--- src/hw/rtl/lgse_pkg.sv ---
// ----------------------------------------------------------------------------
// lgse_pkg
// shared types, constants and helpers of the light grid splat engine
// ----------------------------------------------------------------------------
package lgse_pkg;

  localparam int MAX_GRID_SIDE_DEF = 64;
  localparam int SIDE_W = 9;
  localparam int XY_W = 6;
  localparam int COL_W = 8;
  localparam int LV_W = 9;
  localparam int SB_W = 16;
  localparam int WGT_W = 14;
  localparam logic [6:0] GRID_RESET = 7'd64;

  typedef enum logic [2:0] {
    OP_MARK_CHG = 3'd0,
    OP_MARK_CTR = 3'd1,
    OP_SPLAT    = 3'd2,
    OP_FINISH   = 3'd3,
    OP_READ     = 3'd4
  } op_t;

  localparam logic REG_WIDTH  = 1'b0;
  localparam logic REG_HEIGHT = 1'b1;

  typedef struct packed {
    logic [2:0]             op;
    logic                   in_grid;
    logic [XY_W-1:0]        x;
    logic [XY_W-1:0]        y;
    logic [COL_W-1:0]       red;
    logic [COL_W-1:0]       green;
    logic [COL_W-1:0]       blue;
    logic [LV_W-1:0]        lv;
    logic signed [SB_W-1:0] sb;
    logic [SIDE_W-1:0]      gw;
    logic [SIDE_W-1:0]      gh;
  } cmd_t;

  function automatic logic [WGT_W-1:0] kernel_weight(input logic [2:0] kx,
                                                     input logic [2:0] ky);
    logic [1:0] dx;
    logic [1:0] dy;
    logic [WGT_W-1:0] w;
    dx = (kx > 3'd2) ? 2'(kx - 3'd2) : 2'(3'd2 - kx);
    dy = (ky > 3'd2) ? 2'(ky - 3'd2) : 2'(3'd2 - ky);
    unique case ({dy, dx})
      4'b0000: w = 14'd8192;
      4'b0001, 4'b0100: w = 14'd4096;
      4'b0101: w = 14'd3276;
      4'b0010, 4'b1000: w = 14'd2048;
      4'b0110, 4'b1001: w = 14'd1638;
      4'b1010: w = 14'd819;
      default: w = '0;
    endcase
    return w;
  endfunction

endpackage

--- src/hw/rtl/lgse_front.sv ---
// ----------------------------------------------------------------------------
// lgse_front
// accepts transactions, bounds-checks the cell and derives light and bias
// ----------------------------------------------------------------------------
module lgse_front #(
  parameter int MAX_GRID_SIDE = lgse_pkg::MAX_GRID_SIDE_DEF
) (
  input  logic               in_valid,
  output logic               in_ready,
  input  logic [2:0]         in_operation,
  input  logic [5:0]         in_cell_x,
  input  logic [5:0]         in_cell_y,
  input  logic [7:0]         in_light_red,
  input  logic [7:0]         in_light_green,
  input  logic [7:0]         in_light_blue,
  input  logic [7:0]         in_light_level,
  input  logic signed [15:0] in_region_height,
  input  logic               in_ceiling_is_sky,
  input  logic               in_floor_is_sky,
  input  logic [6:0]         grid_width,
  input  logic [6:0]         grid_height,
  input  logic               hold,
  input  logic               q_full,
  output logic               q_push,
  output lgse_pkg::cmd_t     q_cmd
);
  import lgse_pkg::*;

  function automatic logic [SIDE_W-1:0] eff_side(input logic [6:0] r);
    logic [SIDE_W-1:0] v;
    v = SIDE_W'(r);
    if (v == '0) v = SIDE_W'(1);
    else if (v > SIDE_W'(MAX_GRID_SIDE)) v = SIDE_W'(MAX_GRID_SIDE);
    return v;
  endfunction

  logic [SIDE_W-1:0] gw;
  logic [SIDE_W-1:0] gh;
  logic [8:0]        lv2;
  logic [16:0]       habs;
  logic [33:0]       hprod;
  logic signed [SB_W-1:0] q6;
  logic signed [SB_W-1:0] hm;
  logic signed [SB_W-1:0] sb;

  always_comb begin
    gw = eff_side(grid_width);
    gh = eff_side(grid_height);
    lv2 = {in_light_level, 1'b0};
    habs = in_region_height[15] ? 17'(-$signed({in_region_height[15], in_region_height}))
                                : 17'({1'b0, in_region_height});
    hprod = 34'(habs) * 34'd43691;
    q6 = SB_W'(hprod >> 18);
    hm = in_region_height - 16'sd100;
    if (in_ceiling_is_sky) begin
      sb = (in_region_height > 16'sd0) ? -q6 : q6;
    end else if (in_floor_is_sky) begin
      sb = (in_region_height > 16'sd0) ? q6 : -q6;
    end else if (in_region_height > 16'sd100) begin
      sb = hm >>> 1;
    end else begin
      sb = '0;
    end
  end

  assign in_ready = !q_full && !hold;
  assign q_push = in_valid && in_ready;

  always_comb begin
    q_cmd.op = in_operation;
    q_cmd.in_grid = (SIDE_W'(in_cell_x) < gw) && (SIDE_W'(in_cell_y) < gh);
    q_cmd.x = in_cell_x;
    q_cmd.y = in_cell_y;
    q_cmd.red = in_light_red;
    q_cmd.green = in_light_green;
    q_cmd.blue = in_light_blue;
    q_cmd.lv = (lv2 > 9'd240) ? 9'(lv2 - 9'd240) : '0;
    q_cmd.sb = sb;
    q_cmd.gw = gw;
    q_cmd.gh = gh;
  end

endmodule

--- config.mk ---
export PLATFORM = sky130hd
export DESIGN_NAME = lgse_front
export DESIGN_NICKNAME = d
export VERILOG_FILES = /design/src/hw/rtl/lgse_pkg.sv /design/src/hw/rtl/lgse_front.sv
export SDC_FILE = /design/constraint.sdc
export NUM_CORES = 1
export LEC_CHECK = 0
export BUFFER_PORTS_ARGS = -buffer_cell sky130_fd_sc_hd__buf_4
export CAP_MARGIN = 20
export CORE_ASPECT_RATIO = 1.1
export CORE_UTILIZATION = 28
export DETAILED_ROUTE_END_ITERATION = 8
export SYNTH_ARGS = -nofsm -noshare
export SYNTH_HDL_FRONTEND = slang
export SYNTH_SLANG_ARGS = --single-unit
--- constraint.sdc ---
create_clock -name vclk -period 8.9
set_input_delay 0.89 -clock vclk [all_inputs]
set_output_delay 0.89 -clock vclk [all_outputs]
set_load 0.02 [all_outputs]
==> flow_summary_export.csv, run 1 <==
group,metric,value,unit
outcome,run_status,"finished, final reports clean",
critical_path,path_max_fanout,5,
drt,drc_violations_left,0,
worst_hold_path,path_category_of_the_worst_min_delay_check,"primary input to primary output",
final_layout,num_antenna_cells,0,
floorplanning,placementRows,62,
final_layout,clock_buffers,0,
final_layout,drive_gt1_frac,0.399,
cts,cts_hold_buf,0,
critical_path,path_delay_family,"adder cells",
critical_path,required_time_reported_for_the_critical_path_endpoint,8010,ps
timing,layout_worst_path_cycle_share,0.986,
final_layout,ff_latch_area,0,um2
floorplanning,start_util,0.285,
floorplanning,die-area,0.0274,mm2
grt,initial_antenna_violation_count,0,
drt,firstDrtPassIters,5,
critical_path,arrival_time_at_the_worst_endpoint,7880,ps
timing,max_slew.worst_pin.slew,575,ps
grt,grt_use_total,0.162,
critical_path,start_kind,"primary input",
yosys,netlist.area_leader.share,0.236,
drt,drt.antenna.violating_nets,0,
critical_path,critical_path.max_stage_delay,550,ps
run,cap_viol_max_count,0,
floorplanning,floorplan.core_area,0.0262,mm2
yosys,syn-instance-count,954,
placement,port_buffers,108,
critical_path,timing.setup.critical_path_class,"primary input to primary output",
drt,drt-met1-wl,9960,um
grt,grt_start_max_net_pins,26,
grt,grt.overflow.total,0,
floorplanning,die_x,158,um
drt,routed_wirelength,23000,um
timing,pins_over_their_slew_limit,0,
timing,fmax,114,MHz
drt,route.met3.wl,966,um
placement,gp_congestion,0.899,
critical_path,cp_num_buf_inv,11,
grt,grt_first_pass_wirelength,35500,um
grt,grt_pass1_vias,7179,
timing,fin_hold_viols,0,
yosys,dominant_cell_type_by_area_after_synthesis,"ha_1",
final_layout,numSequentialCells,0,
yosys,mean_instance_size_in_the_synthesized_netlist,7.84,um2
yosys,syn-cell-area,0.00748,mm2
yosys,netlist-cell-type-count,76,
drt,first_iter_violations,340,
timing,setup_repair_after_global_routing_missed_its_margin,"true",
drt,routed_wire_length_per_instance,14.7,um
final_layout,layout-area-overhead-vs-synth,45.1,%
floorplanning,num_io_pins,167,
timing,slew_headroom,0.617,
timing,setup_total_negative_slack,0,ps
yosys,synthTopCellsByArea,"ha_1 (24%), fa_1 (21%), inv_1 (9.2%)",
drt,via_count,7435,
critical_path,worstSetupEndpointType,"primary output",
final_layout,layout.cells.most_common_list,"buf_4 (303), inv_1 (152), ha_1 (118)",
drt,top_signal_layer_used,"met4",
timing,period_minus_slack,8770,ps
final_layout,num-fill-cells,2621,
final_layout,mostFrequentLayoutCell,"buf_4",
yosys,synth_warnings,0,
drt,avgViaCountPerCell,4.74,
critical_path,worst_path_max_delay_cell,"fa_1",
floorplanning,fp.dieH,173,um
timing,report.final.setup_viol,0,
placement,place.detailed.hpwl,19600,um
drt,wl_met2,11700,um
yosys,synth_seq_area_share,0,
final_layout,nNetsFinal,1518,
## cells by family after synthesis
logic type	Yosys count	synth area share
xor gates and xnor gates	69	0.0868
adders and majority gates	218	0.442
other	2	0.00100
muxes	6	0.00987
buffers and inverters	251	0.149
and+or+nand+nor	222	0.149
AOI/OAI and AO/OA	186	0.162
## synthesized netlist by cell type (12+ instances only)
cell,instances
o21ai_0,45
nand3_1,17
buf_4,44
nor2_1,52
inv_1,183
a21oi_1,55
nor2b_1,12
xnor2_1,45
ha_1,141
fa_1,77
nand2b_1,21
clkbuf_1,20
xor2_1,18
nand2_1,60
nor3_1,18
## through the flow
stage / util / cells / setup WS [ps] / hold slack (ps) / area (um2)
5_1_grt: 0.414 / 1568 / -89.6 / 1780 / 10900
4_1_cts: 0.383 / 1542 / 2.03 / 1780 / 10000
3_3_place_gp: 0.368 / 1528 / -280 / 1780 / 9660
6_report: 0.414 / 1568 / 126 / 1780 / 10900
3_5_place_dp: 0.368 / 1528 / -322 / 1780 / 9660
2_1_floorplan: - / 963 / 8.67 / 1860 / 7550
## final cells by class
type	count	area [um2]	area share
multi-input combinational	712	7240	0.667
inverter	185	708	0.0653
timing repair buffer	319	2460	0.227
tap	352	440	0.0406
## worst paths after layout
check / from / end / cells after the start
worst min-delay path: in_light_blue[0] / q_cmd[43] / 0
worst max-delay path: in_region_height[3] / q_cmd[31] / 33
## per-layer routing
layer | GRT usage | vias up
met5 | 0 | -
met4 | 0.0255 | 0
met3 | 0.00675 | 20
met2 | 0.289 | 222
met1 | 0.216 | 3570
li1 | - | 3623
## what timing repair did
item,in CTS,in global routing
pin swaps,21,109
gates resized for setup,49,140
endpoints found under the setup margin,8,14
setup buffers,14,28
Power of run 1 is left out: the tool's default activity adds up to more than one toggle a clock period on the data nets, which glitch-free logic cannot reach.
==> run 2: changes to the inputs <==
REMOVE_ABC_BUFFERS = 1   (was not set)
clock period = 11.35 ns   (was 8.9 ns; I/O delays follow)
==> flow_summary_export.csv, run 2 (synthesized netlist as in run 1, its figures left out) <==
group,metric,value,unit
outcome,run_status,"finished, final reports clean",
critical_path,critical_path.max_stage_delay,550,ps
grt,grt.overflow.total,0,
critical_path,timing.setup.critical_path_class,"primary input to primary output",
final_layout,layout.cells.most_common_list,"inv_1 (183), ha_1 (141), buf_4 (115)",
final_layout,nNetsFinal,1314,
critical_path,arrival_time_at_the_worst_endpoint,9420,ps
timing,slew_headroom,0.400,
grt,globalRoute.busiestLayer,"met2",
grt,grt_use_total,0.157,
timing,period_minus_slack,10560,ps
run,cap_viol_max_count,0,
cts,cts_hold_buf,0,
timing,report.final.setup_viol,0,
drt,drt.antenna.violating_nets,0,
critical_path,start_kind,"primary input",
timing,setup_total_negative_slack,0,ps
timing,pins_over_their_slew_limit,0,
drt,avgViaCountPerCell,4.82,
final_layout,layout-area-overhead-vs-synth,12.3,%
placement,dp_worst_setup_slack,257,ps
final_layout,clock_buffers,0,
timing,fin_worst_setup_slack,790,ps
drt,firstDrtPassIters,5,
placement,gp_congestion,0.920,
critical_path,worst_path_max_delay_cell,"fa_1",
grt,grt_pass1_vias,6574,
floorplanning,die-area,0.0274,mm2
final_layout,drive_gt1_frac,0.139,
drt,drc_violations_left,0,
critical_path,worstSetupEndpointType,"primary output",
placement,place.detailed.hpwl,19000,um
final_layout,mostFrequentLayoutCell,"inv_1",
timing,layout_worst_path_cycle_share,0.930,
timing,setup_repair_after_global_routing_missed_its_margin,"false",
final_layout,numSequentialCells,0,
worst_hold_path,path_category_of_the_worst_min_delay_check,"primary input to primary output",
critical_path,worstSetupEndpoint,"q_cmd[31]",
placement,port_buffers,108,
grt,initial_antenna_violation_count,0,
final_layout,num-fill-cells,2867,
critical_path,required_time_reported_for_the_critical_path_endpoint,10220,ps
timing,fin_hold_viols,0,
critical_path,path_max_fanout,8,
grt,grt_start_max_net_pins,26,
grt,grt_first_pass_wirelength,34300,um
floorplanning,placementRows,62,
drt,routed_wire_length_per_instance,15.6,um
drt,routed_wirelength,21200,um
floorplanning,fp.dieH,173,um
grt,use_met3,0.0143,
floorplanning,floorplan.core_area,0.0262,mm2
critical_path,crit_path_start,"in_region_height[4]",
floorplanning,die_x,158,um
timing,fmax,94.7,MHz
drt,first_iter_violations,374,
grt,grt_use_met1,0.212,
grt,globalRouteMet2Util,0.270,
final_layout,ff_latch_area,0,um2
floorplanning,start_util,0.285,
floorplanning,num_io_pins,167,
final_layout,multi_input_logic_area,0.00641,mm2
final_layout,num_antenna_cells,0,
timing,max_slew.worst_pin.slew,894,ps
drt,via_count,6580,
==> run 2: changes by cell type in the layout (fill, tap and decap cells not counted), moves of 10 or more <==
| cell | previous run | this run |
|---|---|---|
| buf_4 | 303 | 115 |
| buf_6 | 15 | 0 |
| ha_4 | 21 | 0 |
| ha_1 | 118 | 141 |
| xnor2_1 | 35 | 45 |
| o21ai_0 | 33 | 45 |
| inv_2 | 28 | 0 |
| a21oi_1 | 42 | 55 |
| inv_1 | 152 | 183 |
==> run 2: layout make-up <==
class	count	share of cell area
inverters	185	0.0826
multi-input cells	712	0.762
well taps	352	0.0524
repair buffers	115	0.103
==> run 2: how the worst min path moves through the flow <==
stage / from / end / slack [ps] / cells after the start
floorplan: grid_width[6] / q_cmd[15] / 2270 / 0
detailed placement: in_light_blue[0] / q_cmd[43] / 2270 / 0
finish: in_light_blue[0] / q_cmd[43] / 2270 / 0
CTS: in_light_blue[0] / q_cmd[43] / 2270 / 0
global placement: in_light_blue[0] / q_cmd[43] / 2270 / 0
global route: in_light_blue[0] / q_cmd[43] / 2270 / 0
==> run 2: per-layer routing <==
| metal | vias to the layer above | wire length (um) |
|---|---|---|
| met5 | - | 0 |
| met4 | 0 | 427 |
| met3 | 19 | 911 |
| met2 | 177 | 10300 |
| met1 | 3162 | 9540 |
| li1 | 3222 | - |
==> run 2: worst max-delay path, delay by kind of cell <==
family | cells | cell delay [ps]
adder cells (fa/ha/maj) | 6 | 2960
AND/OR/NAND/NOR | 9 | 2320
AO/OA/AOI/OAI | 4 | 1220
XOR/XNOR | 3 | 920
buffers and inverters | 7 | 850
==> run 2: timing repair <==
item                                    4_1_cts  5_1_grt
gates resized for setup                       0        1
buffers inserted                              0        2
endpoints found under the setup margin        0        7
==> run 2: per-stage QoR <==
stage / std cells / cell area, um2 / hold slack [ps] / util
5_1_grt: 1364 / 8410 / 2270 / 0.321
3_5_place_dp: 1362 / 8380 / 2270 / 0.320
6_report: 1364 / 8410 / 2270 / 0.321
4_1_cts: 1362 / 8380 / 2270 / 0.320
3_3_place_gp: 1362 / 8380 / 2270 / 0.320
2_1_floorplan: 897 / 7090 / 2270 / -
Power of run 2 is left out for the same reason.
