`src/hw/rtl/lgse_pkg.sv`:
```
// ----------------------------------------------------------------------------
// lgse_pkg
// shared types, constants and helpers of the light grid splat engine
// ----------------------------------------------------------------------------
package lgse_pkg;

  localparam int MAX_GRID_SIDE_DEF = 64;
  localparam int SIDE_W = 9;
  localparam int XY_W = 6;
  localparam int COL_W = 8;
  localparam int LV_W = 9;
  localparam int SB_W = 16;
  localparam int WGT_W = 14;
  localparam logic [6:0] GRID_RESET = 7'd64;

  typedef enum logic [2:0] {
    OP_MARK_CHG = 3'd0,
    OP_MARK_CTR = 3'd1,
    OP_SPLAT    = 3'd2,
    OP_FINISH   = 3'd3,
    OP_READ     = 3'd4
  } op_t;

  localparam logic REG_WIDTH  = 1'b0;
  localparam logic REG_HEIGHT = 1'b1;

  typedef struct packed {
    logic [2:0]             op;
    logic                   in_grid;
    logic [XY_W-1:0]        x;
    logic [XY_W-1:0]        y;
    logic [COL_W-1:0]       red;
    logic [COL_W-1:0]       green;
    logic [COL_W-1:0]       blue;
    logic [LV_W-1:0]        lv;
    logic signed [SB_W-1:0] sb;
    logic [SIDE_W-1:0]      gw;
    logic [SIDE_W-1:0]      gh;
  } cmd_t;

  function automatic logic [WGT_W-1:0] kernel_weight(input logic [2:0] kx,
                                                     input logic [2:0] ky);
    logic [1:0] dx;
    logic [1:0] dy;
    logic [WGT_W-1:0] w;
    dx = (kx > 3'd2) ? 2'(kx - 3'd2) : 2'(3'd2 - kx);
    dy = (ky > 3'd2) ? 2'(ky - 3'd2) : 2'(3'd2 - ky);
    unique case ({dy, dx})
      4'b0000: w = 14'd8192;
      4'b0001, 4'b0100: w = 14'd4096;
      4'b0101: w = 14'd3276;
      4'b0010, 4'b1000: w = 14'd2048;
      4'b0110, 4'b1001: w = 14'd1638;
      4'b1010: w = 14'd819;
      default: w = '0;
    endcase
    return w;
  endfunction

endpackage

```
`src/hw/rtl/lgse_queue.sv`:
```
// ----------------------------------------------------------------------------
// lgse_queue
// two-entry command queue between front and back
// ----------------------------------------------------------------------------
module lgse_queue (
  input  logic           clk,
  input  logic           rst_n,
  input  logic           push,
  input  lgse_pkg::cmd_t push_cmd,
  output logic           full,
  input  logic           pop,
  output logic           valid,
  output lgse_pkg::cmd_t pop_cmd
);
  import lgse_pkg::*;

  cmd_t       slot_r [2];
  logic       wr_ptr_r;
  logic       rd_ptr_r;
  logic [1:0] cnt_r;

  assign full = (cnt_r == 2'd2);
  assign valid = (cnt_r != 2'd0);
  assign pop_cmd = slot_r[rd_ptr_r];

  always_ff @(posedge clk) begin
    if (push) slot_r[wr_ptr_r] <= push_cmd;
  end

  always_ff @(posedge clk) begin
    if (!rst_n) begin
      wr_ptr_r <= 1'b0;
      rd_ptr_r <= 1'b0;
      cnt_r <= 2'd0;
    end else begin
      if (push) wr_ptr_r <= !wr_ptr_r;
      if (pop) rd_ptr_r <= !rd_ptr_r;
      cnt_r <= cnt_r + 2'(push) - 2'(pop);
    end
  end

endmodule

```
`config.mk`:
```
export PLATFORM = sky130hd
export DESIGN_NAME = lgse_queue
export DESIGN_NICKNAME = d
export VERILOG_FILES = /design/src/hw/rtl/lgse_pkg.sv /design/src/hw/rtl/lgse_queue.sv
export SDC_FILE = /design/constraint.sdc
export NUM_CORES = 1
export LEC_CHECK = 0
export BUFFER_PORTS_ARGS = -buffer_cell sky130_fd_sc_hd__buf_4
export CAP_MARGIN = 20
export CORE_UTILIZATION = 38
export DETAILED_ROUTE_END_ITERATION = 10
export GPL_ROUTABILITY_DRIVEN = 0
export MAX_ROUTING_LAYER = met4
export PLACE_DENSITY = 0.61
export SLEW_MARGIN = 20
export SYNTH_ARGS = -nofsm -noshare
export SYNTH_HDL_FRONTEND = slang
export SYNTH_SLANG_ARGS = --single-unit
```
`constraint.sdc`:
```
create_clock -name clk -period 5.2 [get_ports clk]
set_clock_uncertainty 0.1 [all_clocks]
set_input_delay 0 -clock clk [delete_from_list [all_inputs] [get_ports clk]]
set_output_delay 0 -clock clk [all_outputs]
set_load 0.01 [all_outputs]
```
==> qor.yml, run 1 <==
fp.dieH_um: 133.5
holdPathEnd: "slot_r[1][20]"
placed_cells: 664
period_share_pct: 46.90
setup.worst_path.end_class: "output pin"
fp.dieW_um: 133.5
power.density_mw_per_mm2: 353.1
seqPwrFrac_pct: 48.4
finalNonFillerCells: 783
hold_start: "push_cmd[20]"
layout.nets: 640
clockRootBuffer: "clkbuf_16"
hp-class: "in2reg"
io_pins: 172
fin_crit_ps: 2439
p_comb_share_pct: 13.9
ys_seq_area_share_pct: 77.44
intPower_w: 0.002672
ys_seq_elements: 171
critPathKind: "reg2out"
r2r_setup_slack_ps: 3160
layout_commonest_cell: "buf_4"
max_cap_viol_count: 0
relSlewSlack_pct: 44.16
fmax_ghz: 0.4100
ys_types: 15
ff2ff_path_depth: 2
run_status: "completed"
wl_um: 12120
finalSetupTns_ps: 0
cp_data_arrival_time_ps: 2340
worst_hold_path.num_cells: 2
path_max_fanout: 39
rows: 47
timing.rr.end: "slot_r[1][11]"
rr_startpoint: "wr_ptr_r"
diodes: 0
synth_nets: 368
htreeDepth: 4
dp_hpwl_um: 7449
grt.overflow.total: 0
ys.flop_type: "edfxtp_1"
place_area_mm2: 0.008005
ir_drop_mv: 0.2232
tightest_slew_ps: 837.5
grt_pass1_vias: 3733
cp.required_ps: 5100
rsz0062_at_grt: "no"
grtUsageTotal_pct: 14.65
vias_per_cell: 4.355
post-cts-setup-buffer-count: 0
core_mm2: 0.01670
drive_gt1_share_pct: 50.62
drv_slew: 0
insertion_delay_ps: 410
path_clk_slew_ps: 60
final_cell_mix: "173 x buf_4, 166 x edfxtp_1, 87 x dlygate4sd3_1, 70 x mux2_4, 17 x clkbuf_16"
cts_buffers: 17
syn_avg_cell_area_um2: 23.54
whs_ps: 209.3
grt_first_pass_wirelength_um: 18640
grt_max_degree: 84
dieArea_mm2: 0.01781
p_leak_nw: 3.745
numClockSinks: 171
ys_async_sr_fraction_pct: 0
antenna_found_initial: 0
ant_nets: 0
tritoncts: "done"
initialDrtViolationCount: 111
post_drt_wl_per_cell_um: 15.48
design_power_total_w: 0.003353
dr.pass1.iters: 4
area_growth_pct: 44.61
switching_share_pct: 20.29
port_buffers: 171
drc: 0
route.vias.total: 3410
setup_viol: 0
syn_inst: 279
finalHoldViolCount: 0
final_cell_area_mm2: 0.009495
ys_warn_count: 0
synth-edff-count: 166
initial_utilization_pct: 39.32
power.switching_w: 0.0006803
clk_path_buf_depth: 2
syn_area_mm2: 0.006566
p_clk_share_pct: 37.7
start_kind: "flip-flop"
cts_resized: 0
metrics by stage:
stage	util, %	worst slack, ps
3_5_place_dp	47.93	2927
3_3_place_gp	47.93	2962
5_1_grt	56.86	2628
4_1_cts	56.67	2465
6_report	56.86	2761
2_1_floorplan	-	562.1
routing by layer:
| metal | routed length [µm] | track usage (%) |
|---|---|---|
| met1 | 4967 | 15.92 |
| met2 | 6234 | 24.59 |
| met3 | 784 | 5.670 |
| met4 | 132 | 4.735 |
| met5 | 0 | - |
cells by family (layout without fill, tap and decap cells):
group | after synthesis | in the layout | share of synthesized area [%]
mux | 83 | 83 | 18.24
buf+inv | 11 | 295 | 2.496
xor+xnor | 2 | 2 | 0.4764
fa+ha+maj | 2 | 2 | 0.3810
compound gates | 1 | 1 | 0.1144
flops | 171 | 171 | 77.44
simple gates | 9 | 9 | 0.8574
synthesized netlist by cell type (2+ instances only):
library cell,count,area share (%)
and2_1,4,0.38
buf_12,7,2.1
dfxtp_1,5,1.5
edfxtp_1,166,76
ha_1,2,0.38
inv_1,2,0.11
mux2_2,13,2.2
mux2_4,70,16
nor2b_1,4,0.38
worst max-delay path: stages, from the launching register on:
cell and delay [ps]:
dfxtp_4 650, buf_16 330, buf_4 430, mux2_4 340, buf_4 140
area by class of cell:
type                            count  area, µm²
Fill cell                        1310       7206
Sequential cell                   171       5089
Timing Repair Buffer              262       2208
Multi-Input combinational cell     97       1328
Clock buffer                       20      436.7
Tap cell                          220      275.3
Clock inverter                     11      151.4
Inverter                            2      7.507
registers in the layout, indices dropped and copies added, names as in the netlist, named ones only:
name      count
cnt_r         2
rd_ptr_r      1
slot_r      166
wr_ptr_r      1
worst max path at each step:
stage | endpoint | cells past startpoint | startpoint | slack, ps
after CTS | pop_cmd[22] | 3 | flip-flop | 2460
after global routing | pop_cmd[66] | 4 | flip-flop | 2630
after detailed placement | pop_cmd[22] | 3 | flip-flop | 2930
after floorplan | slot_r[0][0] | 1 | wr_ptr_r | 560
final | pop_cmd[66] | 4 | flip-flop | 2760
after global placement | pop_cmd[31] | 3 | flip-flop | 2960
power by group through the flow:
stage	Combinational (W)	Sequential (W)	Clock [W]
3_3_place_gp	0.000393	0.00167	0
2_1_floorplan	0.000246	0.00164	0
3_5_place_dp	0.000398	0.00167	0
6_report	0.000464	0.00162	0.00126
4_1_cts	0.000454	0.00164	0.00130
5_1_grt	0.000496	0.00163	0.00135
repair_timing:
item	in CTS	in global routing
hold buffers	87	0
endpoints found under the hold margin	171	0
endpoints found under the setup margin	0	0
No activity file was read; power rests on OpenSTA's default activity.
==> inputs of run 2 (changes only) <==
PLACE_DENSITY = 0.63   (was 0.61)
clock period = 2.1 ns   (was 5.2 ns; I/O delays follow)
==> qor.yml, run 2 (synthesis results as in run 1) <==
run_status: "completed"  # unchanged
tightest_slew_ps: 501.9  # was 837.5 ps
relSlewSlack_pct: 66.54  # was 44.16%
ff2ff_path_depth: 6  # was 2
fp.dieH_um: 133.5  # unchanged
vias_per_cell: 4.405  # was 4.355
finalSetupTns_ps: 0  # unchanged
p_clk_share_pct: 38.3  # was 37.7%
cp_data_arrival_time_ps: 1770  # was 2340 ps
finalHoldViolCount: 0  # unchanged
setup_viol: 0  # unchanged
numClockSinks: 171  # unchanged
clk_path_buf_depth: 2  # unchanged
initialDrtViolationCount: 124  # was 111
switching_share_pct: 20.95  # was 20.29%
utilization_pct: 57.16  # was 56.86%
p_leak_nw: 3.764  # was 3.745 nW
grt_max_degree: 84  # unchanged
rows: 47  # unchanged
hp-class: "in2reg"  # unchanged
period_share_pct: 89.07
layout.nets: 641  # was 640
wl_um: 12500  # was 12120 µm
ant_nets: 0  # unchanged
path_clk_slew_ps: 60  # about the same
fin_crit_ps: 1870
ir_drop_mv: 0.4881  # was 0.2232 mV
setup.worst_path.end_class: "output pin"  # unchanged
route.vias.total: 3458  # was 3410
io_pins: 172  # unchanged
final-seq-area_mm2: 0.005089  # unchanged
cts_resized: 0  # unchanged
tritoncts: "done"  # unchanged
max_cap_viol_count: 0  # unchanged
initial_utilization_pct: 39.32  # unchanged
cts_buffers: 17  # unchanged
power.switching_w: 0.001758  # was 0.0006803 W
fp.dieW_um: 133.5  # unchanged
core_mm2: 0.01670  # unchanged
p_comb_share_pct: 14.1  # was 13.9%
antenna_found_initial: 0  # unchanged
critPathKind: "reg2out"  # unchanged
dp_hpwl_um: 7174  # was 7449 µm
fmax_ghz: 0.5346
htreeDepth: 4  # unchanged
largest_reg_flops: 166  # unchanged
post-cts-setup-buffer-count: 0  # unchanged
final_cell_area_mm2: 0.009547  # was 0.009495 mm²
largest-register: "slot_r"  # unchanged
intPower_w: 0.006633  # was 0.002672 W
drv_slew: 0  # unchanged
dr.pass1.iters: 4  # unchanged
place_area_mm2: 0.008070  # was 0.008005 mm²
area_growth_pct: 45.39  # was 44.61%
grt.overflow.total: 0  # unchanged
rsz0062_at_grt: "no"  # unchanged
final_cell_mix: "172 x buf_4, 166 x edfxtp_1, 87 x dlygate4sd3_1, 70 x mux2_4, 17 x clkbuf_16"  # was 173 x buf_4, 166 x edfxtp_1, 87 x dlygate4sd3_1, 70 x mux2_4, 17 x clkbuf_16
clockRootBuffer: "clkbuf_16"  # unchanged
grt_first_pass_wirelength_um: 18930  # was 18640 µm
path_max_fanout: 29  # was 39
insertion_delay_ps: 410  # about the same
diodes: 0  # unchanged
seqPwrFrac_pct: 47.6  # was 48.4%
grtUsageTotal_pct: 14.92  # was 14.65%
power.density_mw_per_mm2: 879.0  # was 353.1 mW/mm²
top_regs: "slot_r (166), cnt_r (2)"  # unchanged
start_kind: "flip-flop"  # unchanged
holdBufCountCts: 87  # unchanged
multi_input_area_mm2: 0.001328  # unchanged
worst_hold_path.num_cells: 2  # unchanged
fillCellCount: 1314  # was 1310
layout_commonest_cell: "buf_4"  # unchanged
drive_gt1_share_pct: 50.97  # was 50.62%
post_drt_wl_per_cell_um: 15.92  # was 15.48 µm
dieArea_mm2: 0.01781  # unchanged
grt_pass1_vias: 3812  # was 3733
cp.required_ps: 2000  # was 5100 ps
drc: 0  # unchanged
port_buffers: 171  # unchanged
-- run 2: per-layer routing --
metal / part of all wire [%] / routed length [µm] / vias to the layer above / GRT usage, %
met4: 1.6 / 199 / 0 / 6.566
met5: 0 / 0 / - / -
met3: 5.4 / 673 / 18 / 4.490
li1: - / - / 1642 / -
met1: 41 / 5149 / 1688 / 15.92
met2: 52 / 6478 / 110 / 25.52
-- run 2: path summary, 6_finish.rpt --
path | from | to | slack (ps)
max | flip-flop | pop_cmd[11] | 230
min reg2reg | rd_ptr_r | flip-flop | 490
max reg2reg | cnt_r[0] | cnt_r[1] | 590
min | push_cmd[62] | slot_r[0][62] | 210
-- run 2: per-stage QoR --
stage | std cells | total power (W) | setup slack, ps | hold WS (ps)
finish | 785 | 0.008391 | 229.5 | 207.9
global route | 785 | 0.008686 | 135.9 | 190.8
CTS | 785 | 0.008491 | 190.6 | 182.6
detailed placement | 666 | 0.005133 | 583.3 | 87.57
global placement | 666 | 0.005108 | 655.0 | 85.27
floorplan | 279 | 0.004666 | 7.765 | -1.131
-- run 2: layout make-up --
cell class	instances	area share (%)
Inverter	2	0.07864
Tap cell	220	2.883
Timing Repair Buffer	263	23.49
Sequential cell	171	53.30
Clock buffer	18	4.495
Multi-Input combinational cell	97	13.91
Clock inverter	14	1.848
-- run 2: power groups by stage --
stage	clock network, W	logic (W)	registers (W)
6_report	0.00321	0.00119	0.00400
2_1_floorplan	0	0.000610	0.00406
3_3_place_gp	0	0.00105	0.00406
3_5_place_dp	0	0.00106	0.00407
4_1_cts	0.00329	0.00120	0.00400
5_1_grt	0.00341	0.00126	0.00401
-- run 2: critical path, cell delays in order, from the launching register on --
cell and delay, ps:
dfxtp_4 360, buf_4 430, mux2_2 410, buf_4 150
==> inputs of run 3 (changes only) <==
BUFFER_PORTS_ARGS = -buffer_cell sky130_fd_sc_hd__buf_2   (was -buffer_cell sky130_fd_sc_hd__buf_4)
==> qor.yml, run 3 (synthesis results as in run 1) <==
timing.rr.end: "wr_ptr_r"  # was cnt_r[1]
port_buffers: 171  # unchanged
path_cells: "buf_4, mux2_2, buf_2"  # was buf_4, mux2_2, buf_4
power.density_mw_per_mm2: 896.0  # was 879.0 mW/mm²
placed_cells: 668  # was 666
holdPathEnd: "slot_r[1][11]"  # was slot_r[0][62]
final_cell_mix: "171 x buf_2, 166 x edfxtp_1, 87 x dlygate4sd3_1, 70 x mux2_4, 17 x clkbuf_16"  # was 172 x buf_4, 166 x edfxtp_1, 87 x dlygate4sd3_1, 70 x mux2_4, 17 x clkbuf_16
cts_resized: 0  # unchanged
path_max_fanout: 14  # was 29
post-cts-setup-buffer-count: 0  # unchanged
vias_per_cell: 4.445  # was 4.405
setup.worst_path.end_class: "output pin"  # unchanged
layout_commonest_cell: "buf_2"  # was buf_4
ff2ff_path_depth: 4  # was 6
max_cap_viol_count: 0  # unchanged
drv_slew: 0  # unchanged
critPathTopFamily: "flip-flops"  # was buffers and inverters
rows: 47  # unchanged
grt_pass1_vias: 3916  # was 3812
critPathKind: "reg2out"  # unchanged
worst-path-buf-inv: 2  # unchanged
cts_buffers: 17  # unchanged
clockRootBuffer: "clkbuf_16"  # unchanged
holdBufCountCts: 87  # unchanged
top_regs: "slot_r (166), cnt_r (2)"  # unchanged
grt_max_degree: 53  # was 84
cp_data_arrival_time_ps: 1780  # was 1770 ps
tritoncts: "done"  # unchanged
rr_startpoint: "wr_ptr_r"  # was cnt_r[0]
wl_um: 12390  # was 12500 µm
start_kind: "flip-flop"  # unchanged
whs_ps: 205.8  # was 207.9 ps
largest-register: "slot_r"  # unchanged
hold_start: "push_cmd[11]"  # was push_cmd[62]
io_pins: 172  # unchanged
clk_path_buf_depth: 2  # unchanged
fmax_ghz: 0.5310  # was 0.5346 GHz
tightest_slew_ps: 488.9  # was 501.9 ps
area_growth_pct: 39.18  # was 45.39%
dieArea_mm2: 0.01781  # unchanged
fp.dieH_um: 133.5  # unchanged
period_share_pct: 89.67  # was 89.07%
drc: 0  # unchanged
hp-class: "in2reg"  # unchanged
grt.overflow.total: 0  # unchanged
cp.required_ps: 2000  # about the same
drive_gt1_share_pct: 52.20  # was 50.97%
ant_nets: 0  # unchanged
path_clk_slew_ps: 60  # about the same
numClockSinks: 171  # unchanged
largest_reg_flops: 166  # unchanged
run_status: "completed"  # unchanged
initial_utilization_pct: 39.32  # unchanged
fp.dieW_um: 133.5  # unchanged
rsz0062_at_grt: "no"  # unchanged
post_drt_wl_per_cell_um: 15.74  # was 15.92 µm
cp.depth: 3  # unchanged
finalNonFillerCells: 787  # was 785
grtUsageTotal_pct: 15.07  # was 14.92%
fin_crit_ps: 1883  # was 1870 ps
crit_slowest_cell: "dfxtp_4"  # was buf_4
p_leak_nw: 3.631  # was 3.764 nW
diodes: 0  # unchanged
design_power_total_w: 0.008188  # was 0.008391 W
grt_first_pass_wirelength_um: 19400  # was 18930 µm
worst_hold_path.num_cells: 2  # unchanged
htreeDepth: 4  # unchanged
core_mm2: 0.01670  # unchanged
finalSetupTns_ps: 0  # unchanged
relSlewSlack_pct: 67.41  # was 66.54%
route.vias.total: 3498  # was 3458
finalHoldViolCount: 0  # unchanged
initialDrtViolationCount: 131  # was 124
slowest_delay_ps: 510  # was 430 ps
layout.nets: 643  # was 641
setup_viol: 0  # unchanged
ir_drop_mv: 0.5581  # was 0.4881 mV
insertion_delay_ps: 410  # about the same
dp_hpwl_um: 7572  # was 7174 µm
antenna_found_initial: 0  # unchanged
r2r_setup_slack_ps: 280  # was 590 ps
dr.pass1.iters: 4  # unchanged
run 3: through the flow:
step	worst slack, ps	utilization (%)	area, µm²
after floorplan	7.765	-	6575
after global placement	656.1	45.92	7670
after detailed placement	564.5	45.92	7670
after CTS	175.8	54.72	9139
after global routing	136.5	54.72	9139
final	216.9	54.72	9139
run 3: how the worst max path moves through the flow:
| stage | startpoint | end |
|---|---|---|
| final | flip-flop | pop_cmd[1] |
| after global routing | flip-flop | pop_cmd[1] |
| after CTS | flip-flop | pop_cmd[1] |
| after detailed placement | cnt_r[0] | cnt_r[1] |
| after global placement | cnt_r[0] | cnt_r[1] |
| after floorplan | wr_ptr_r | slot_r[0][0] |
run 3: area by class of cell:
class	count	area, µm²
Fill cell	1330	7562
Multi-Input combinational cell	97	1328
Clock buffer	18	429.2
Sequential cell	171	5089
Clock inverter	14	168.9
Timing Repair Buffer	265	1842
Inverter	2	7.507
Tap cell	220	275.3
run 3: power by group:
group	internal, W	switching (W)
Clock	0.00188	0.00127
Combinational	0.000590	0.000444
Sequential	0.00394	0.0000636
Total	0.00641	0.00178
run 3: per-layer routing:
metal	global-route usage (%)	vias up	part of all wire (%)
met3	3.729	18	5.3
met4	6.755	0	2.0
met2	25.43	122	51
met5	-	-	0
li1	-	1649	-
met1	16.88	1709	42
